[config.mk]
export PLATFORM = sky130hd
export DESIGN_NAME = met_ctrl
export DESIGN_NICKNAME = d
export VERILOG_FILES = /design/src/hw/rtl/met_pkg.sv /design/src/hw/rtl/met_ctrl.sv
export SDC_FILE = /design/constraint.sdc
export NUM_CORES = 1
export LEC_CHECK = 0
export BUFFER_PORTS_ARGS = -buffer_cell sky130_fd_sc_hd__buf_4
export CAP_MARGIN = 15
export CORE_AREA = 5 5 42 44
export CTS_CLUSTER_DIAMETER = 200
export DETAILED_ROUTE_END_ITERATION = 16
export DIE_AREA = 0 0 47 49
export HOLD_SLACK_MARGIN = 0.08
export PLACE_DENSITY = 0.53
export SYNTH_ARGS = -nofsm -noshare
export SYNTH_HDL_FRONTEND = slang
export SYNTH_SLANG_ARGS = --single-unit
[constraint.sdc]
create_clock -name clk -period 2.8 [get_ports clk]
set_input_delay 0.28 -clock clk [delete_from_list [all_inputs] [get_ports clk]]
set_output_delay 0.28 -clock clk [all_outputs]
set_load 0.05 [all_outputs]
[src/hw/rtl/met_pkg.sv]
// Shared types, constants and the shading table for the escape-time pixel unit.
// No dependencies; imported by every module of the block.
package met_pkg;

    // Default values for the top-level parameters
    localparam int MAX_ITER_DEF  = 100;
    localparam int FRAC_BITS_DEF = 28;
    localparam int MAX_SIDE_DEF  = 256;

    // Fixed port widths
    localparam int PIX_W     = 8;
    localparam int CFG_W     = 9;
    localparam int CFG_IDX_W = 2;
    localparam int CNT_W     = 7;
    localparam int GLYPH_W   = 7;
    localparam int DIGIT_W   = 4;

    // Configuration register indexes
    localparam logic [CFG_IDX_W-1:0] REG_FRAME_WIDTH  = 2'd0;
    localparam logic [CFG_IDX_W-1:0] REG_FRAME_HEIGHT = 2'd1;

    localparam logic [CFG_W-1:0]   SIDE_RESET  = 9'd90;
    localparam logic [GLYPH_W-1:0] GLYPH_SPACE = 7'd32;
    localparam logic [DIGIT_W-1:0] DIGIT_LAST  = 4'd9;

    typedef enum logic [3:0] {
        ST_IDLE,
        ST_LOADX,
        ST_DIVX,
        ST_LOADY,
        ST_DIVY,
        ST_CHECK,
        ST_SUM,
        ST_UPD,
        ST_DONE
    } state_t;

    // Controller -> datapath
    typedef struct packed {
        logic load_pix;
        logic div_load;
        logic sel_y;
        logic div_step;
        logic cap_c;
        logic clr_z;
        logic upd_z;
    } dp_cmd_t;

    // Datapath -> controller
    typedef struct packed {
        logic div_done;
        logic z_big;
        logic iter_max;
        logic mag_gt4;
    } dp_sts_t;

    // " .:-=+*#%@" indexed by count mod 10
    function automatic logic [GLYPH_W-1:0] shade_char(input logic [DIGIT_W-1:0] digit);
        logic [GLYPH_W-1:0] ch;
        case (digit)
            4'd0:    ch = 7'd32;
            4'd1:    ch = 7'd46;
            4'd2:    ch = 7'd58;
            4'd3:    ch = 7'd45;
            4'd4:    ch = 7'd61;
            4'd5:    ch = 7'd43;
            4'd6:    ch = 7'd42;
            4'd7:    ch = 7'd35;
            4'd8:    ch = 7'd37;
            4'd9:    ch = 7'd64;
            default: ch = 7'd32;
        endcase
        return ch;
    endfunction

endpackage

[src/hw/rtl/met_ctrl.sv]
// Controller state machine: sequences mapping, divisions and the z iteration loop.
// Depends on met_pkg.
module met_ctrl
    import met_pkg::*;
(
    input  logic    clk,
    input  logic    rst_n,
    input  logic    start,
    output logic    busy,
    output logic    done,
    output dp_cmd_t cmd,
    input  dp_sts_t sts
);

    state_t state_reg, state_next;

    always_ff @(posedge clk or negedge rst_n)
    begin
        if (!rst_n)
        begin
            state_reg <= ST_IDLE;
        end
        else
        begin
            state_reg <= state_next;
        end
    end

    always_comb
    begin
        state_next = state_reg;
        case (state_reg)
            ST_IDLE:  if (start) state_next = ST_LOADX;
            ST_LOADX: state_next = ST_DIVX;
            ST_DIVX:  if (sts.div_done) state_next = ST_LOADY;
            ST_LOADY: state_next = ST_DIVY;
            ST_DIVY:  if (sts.div_done) state_next = ST_CHECK;
            ST_CHECK: state_next = (sts.z_big || sts.iter_max) ? ST_DONE : ST_SUM;
            ST_SUM:   state_next = ST_UPD;
            ST_UPD:   state_next = sts.mag_gt4 ? ST_DONE : ST_CHECK;
            ST_DONE:  state_next = ST_IDLE;
            default:  state_next = ST_IDLE;
        endcase
    end

    always_comb
    begin
        cmd  = '0;
        busy = 1'b1;
        done = 1'b0;
        case (state_reg)
            ST_IDLE:
            begin
                busy         = 1'b0;
                cmd.load_pix = start;
            end
            ST_LOADX:
            begin
                cmd.div_load = 1'b1;
            end
            ST_DIVX:
            begin
                cmd.cap_c    = sts.div_done;
                cmd.div_step = !sts.div_done;
            end
            ST_LOADY:
            begin
                cmd.sel_y    = 1'b1;
                cmd.div_load = 1'b1;
            end
            ST_DIVY:
            begin
                cmd.sel_y    = 1'b1;
                cmd.cap_c    = sts.div_done;
                cmd.clr_z    = sts.div_done;
                cmd.div_step = !sts.div_done;
            end
            ST_UPD:
            begin
                cmd.upd_z = !sts.mag_gt4;
            end
            ST_DONE:
            begin
                done = 1'b1;
            end
            default:
            begin
                cmd = '0;
            end
        endcase
    end

endmodule

-- Yosys cells after proc, flatten, opt, wreduce, memory -nomap -nowiden
Index checks and enable logic that the tools add are counted.
- equality and inequality tests: 11
- multiplexer cells: 14
- reductions and logical operators: 8
- operators with widths (kind ; count):
    $pmux 4 s8 ; 1
    $mux 4 ; 5
    $eq 4x3->1 const B ; 4
    $eq 4x2->1 const B ; 2
    $mux 1 ; 7
    $ne 2x2->1 const B ; 3
    $reduce_or 2->1 ; 3
    $eq 4x1->1 const B ; 1
    $eq 4x4->1 const B ; 1
    $logic_not 4->1 ; 1
    $reduce_and 3->1 ; 1
    $logic_not 1->1 ; 2
    $mux 2 ; 1
    $logic_or 1x1->1 ; 1
- register bits after elaboration: 4
- bits of input ports: 7
- output and inout port bits: 9
- word-level logic and storage cells: 34

-- Depth between registers and ports, before layout
- depth after elaboration: 3
- mapped depth: 4
- depth with buffers taken out: 3

-- Worst setup path after synthesis
OpenSTA, ideal clock, no wires.
- path type: flip-flop to output port
- start point: register state_reg[2]
- end point: output done
- arrival: 2225 ps
- data required time: 2520 ps
- path slack: 295 ps
- stages on the path, launching flop included: 3
- path buffers: 1
- cell sequence: dfrtp_1 > buf_4 > nor4b_1
- cells in the longest elaborated chain, start to end: 2
- ends and longest elaborated chain (element ; RTL line ; text):
    start: declaration ; met_ctrl.sv:15 ; state_t state_reg, state_next;
    start signal: assignment ; met_ctrl.sv:25 ; state_reg <= state_next;
    $eq 4x4->1 ; met_ctrl.sv:51 ; case (state_reg)
    $mux 1 ; met_ctrl.sv:51 ;
    end: declaration ; met_ctrl.sv:10 ; output logic done,
Every way passes these cells.

==> reports/qor.yml <==
stdcell_area_um2: 477
period_share_pct: 65.1
slew_viol_final: 0
final_hold_viol_count: 0
grt_pass1_wl_um: 1310
endpoint_kind: "output port"
largest_register_ffs: 4
ios: 16
drtIter0Drc: 2
status: "finished clean"
synth_top_flop_cell: "dfrtp_1"
netlist_area_um2: 340
synth_cell_types: 24
start_util_pct: 24.3
cts_resized: 0
clk_path_buf_depth: 2
final_nets: 68
yosysSeqAreaShare_pct: 29.4
cp_max_fo: 12
first_global_vias: 341
irDropWorstVdd_uv: 388
reg2reg_slack_ns: 1.63
fp.dieW_um: 47
wl_um: 796
finalClockSkew_ns: 0.000842
power_frac_comb_pct: 64.8
crit_path_end: "cmd[2]"
via_per_inst: 4.65
min_path_type: "input pin to flip-flop"
cts_root_buf: "clkbuf_4"
tightestPinTransition_ns: 0.403
layout-area-overhead-vs-synth_pct: 40.1
arrival_ns: 1.54
cts_made_buffers: 3
io_buffer_count: 15
async_reset_ff_share_pct: 100
switching_share_pct: 55.6
rsz0062_at_grt: "no"
avgSynthCellArea_um2: 7.73
dr.pass1.iters: 2
crit_slowest_cell: "dfrtp_1"
rr_worst_depth: 3
gp_congestion: 0.713
switchingPower_uw: 345
reg2reg_from: "state_reg[1]"
grt_antenna_before_repair: 0
post-route-min-period_ns: 1.82
h-tree-depth: 1
path_clk_slew_ns: 0.03
max_freq_mhz: 548
cts_tree: "done"
fin_cells: 75
finalPower_uw: 621
num_rows: 14
num_vias: 349
crit_start: "state_reg[1]"
grt_start_max_net_pins: 14
post-place-cells: 71
slew_headroom_pct: 73.1
final_util_pct: 34.0
fp.dieH_um: 49
max-cap-violations: 0
setup_violations: 0
clk_latency_ns: 0.23
syn_nets: 51
p_leak_nw: 0.233
cts_sinks: 4
synth_edf_count: 0
synth_cells: 44
fin_ws_ns: 0.977
holdWs_ns: 0.360
clkPwrFrac_pct: 11.1
synth.top_cell.area_share_pct: 29.4
yosysTopAreaCell: "dfrtp_1"
dp_slack_ns: 1.21
p_int_uw: 276
crit_chain: "xnor2_1 > or3_1 > nor2_1 > buf_4"
path_class: "flip-flop to output port"
postRouteAntennaNets: 0
wl_per_cell_um: 10.6
synth_area_leaders: "dfrtp_1, and3_1, nor2_1"
power.density_nw_per_um2: 1300
place_area_um2: 444
n_antenna_cell: 0
drc: 0
setup_tns_ns: 0
grt-ovfl-total: 0
worstPathRequired_ns: 2.52
grt_usage_pct: 7.83
worstReg2RegEnd: "state_reg[0]"
yosys_warnings: 0
max_stage_delay_ns: 0.51
crit_path_start_kind: "flip-flop"
seqPwrFrac_pct: 24.1
ys_ff_latch: 4
die_area_um2: 2300
layout-drive-gt1-share_pct: 33.9
core_um2: 1400
[timing repair]
action	in CTS	in global routing
hold buffers	1	0
buffers inserted	0	0
hold endpoints to repair	4	0
endpoints found under the setup margin	0	0
[placed cells by master (no fill, tap or decap), types with 2 or more instances in the layout]
master and n:
buf_4 15, nor2_1 5, nand2_1 4, dfrtp_1 4, and3_1 3, a21oi_1 3
clkbuf_4 3, and2b_1 2, inv_1 2, nor3_1 2, nor2b_1 2, o21ai_0 2
o21ai_1 2
[worst max-delay path, delay by kind of cell, from the launching register on]
family | cells | cell delay (ns)
flip-flops | 1 | 0.51
buffers and inverters | 1 | 0.20
AND/OR/NAND/NOR | 2 | 0.43
XOR/XNOR | 1 | 0.18
[metal layers]
metal	part of all wire, %	up-vias	wire length [µm]	track usage [%]
met5	0	-	0	0
met4	0	0	0	6.91
met3	8.2	0	65	1.48
met1	43	155	343	9.96
met2	49	12	387	10.6
li1	-	182	-	-
[power groups by stage]
stage	combinational, mW	sequential, mW	clock, mW
5_1_grt	0.433	0.160	0.0757
3_5_place_dp	0.405	0.152	0
3_3_place_gp	0.404	0.150	0
2_1_floorplan	0.375	0.0964	0
6_report	0.402	0.150	0.0692
4_1_cts	0.407	0.151	0.0725
[worst min path at each step]
stage / startpoint / to / slack (ns) / depth (start not counted)
global placement: rst_n / state_reg[1] / 0.08 / 1
detailed placement: rst_n / state_reg[1] / 0.08 / 1
CTS: sts[2] / state_reg[3] / 0.36 / 3
finish: sts[2] / state_reg[3] / 0.36 / 3
floorplan: rst_n / state_reg[0] / -0.02 / 0
global route: sts[2] / state_reg[3] / 0.40 / 3
[logic make-up (layout without fill, tap and decap cells)]
kind of cell / Yosys count / in the layout / share of synthesized area [%]
and+or+nand+nor: 23 / 23 / 38.2
buffers and inverters: 6 / 21 / 10.7
AOI/OAI and AO/OA: 9 / 9 / 16.2
DFF: 4 / 4 / 29.4
muxes: 1 / 1 / 2.94
xor gates and xnor gates: 1 / 1 / 2.57
[cell type report]
| cell class | count | area (µm²) |
|---|---|---|
| multi-input cells | 34 | 204 |
| inverters | 2 | 7.51 |
| fillers | 165 | 925 |
| repair buffers | 16 | 123 |
| well taps | 16 | 20.0 |
| flip-flops and latches | 4 | 100 |
| clock buffers | 3 | 22.5 |
[Yosys cell counts, types with 2 or more instances]
cell type / count
nor3_1: 2
and3_1: 3
inv_1: 2
a21oi_1: 3
nand2_1: 4
nor2_1: 5
o21ai_0: 2
and2b_1: 2
o21ai_1: 2
nor2b_1: 2
dfrtp_1: 4
No activity file was read; power rests on OpenSTA's default activity.
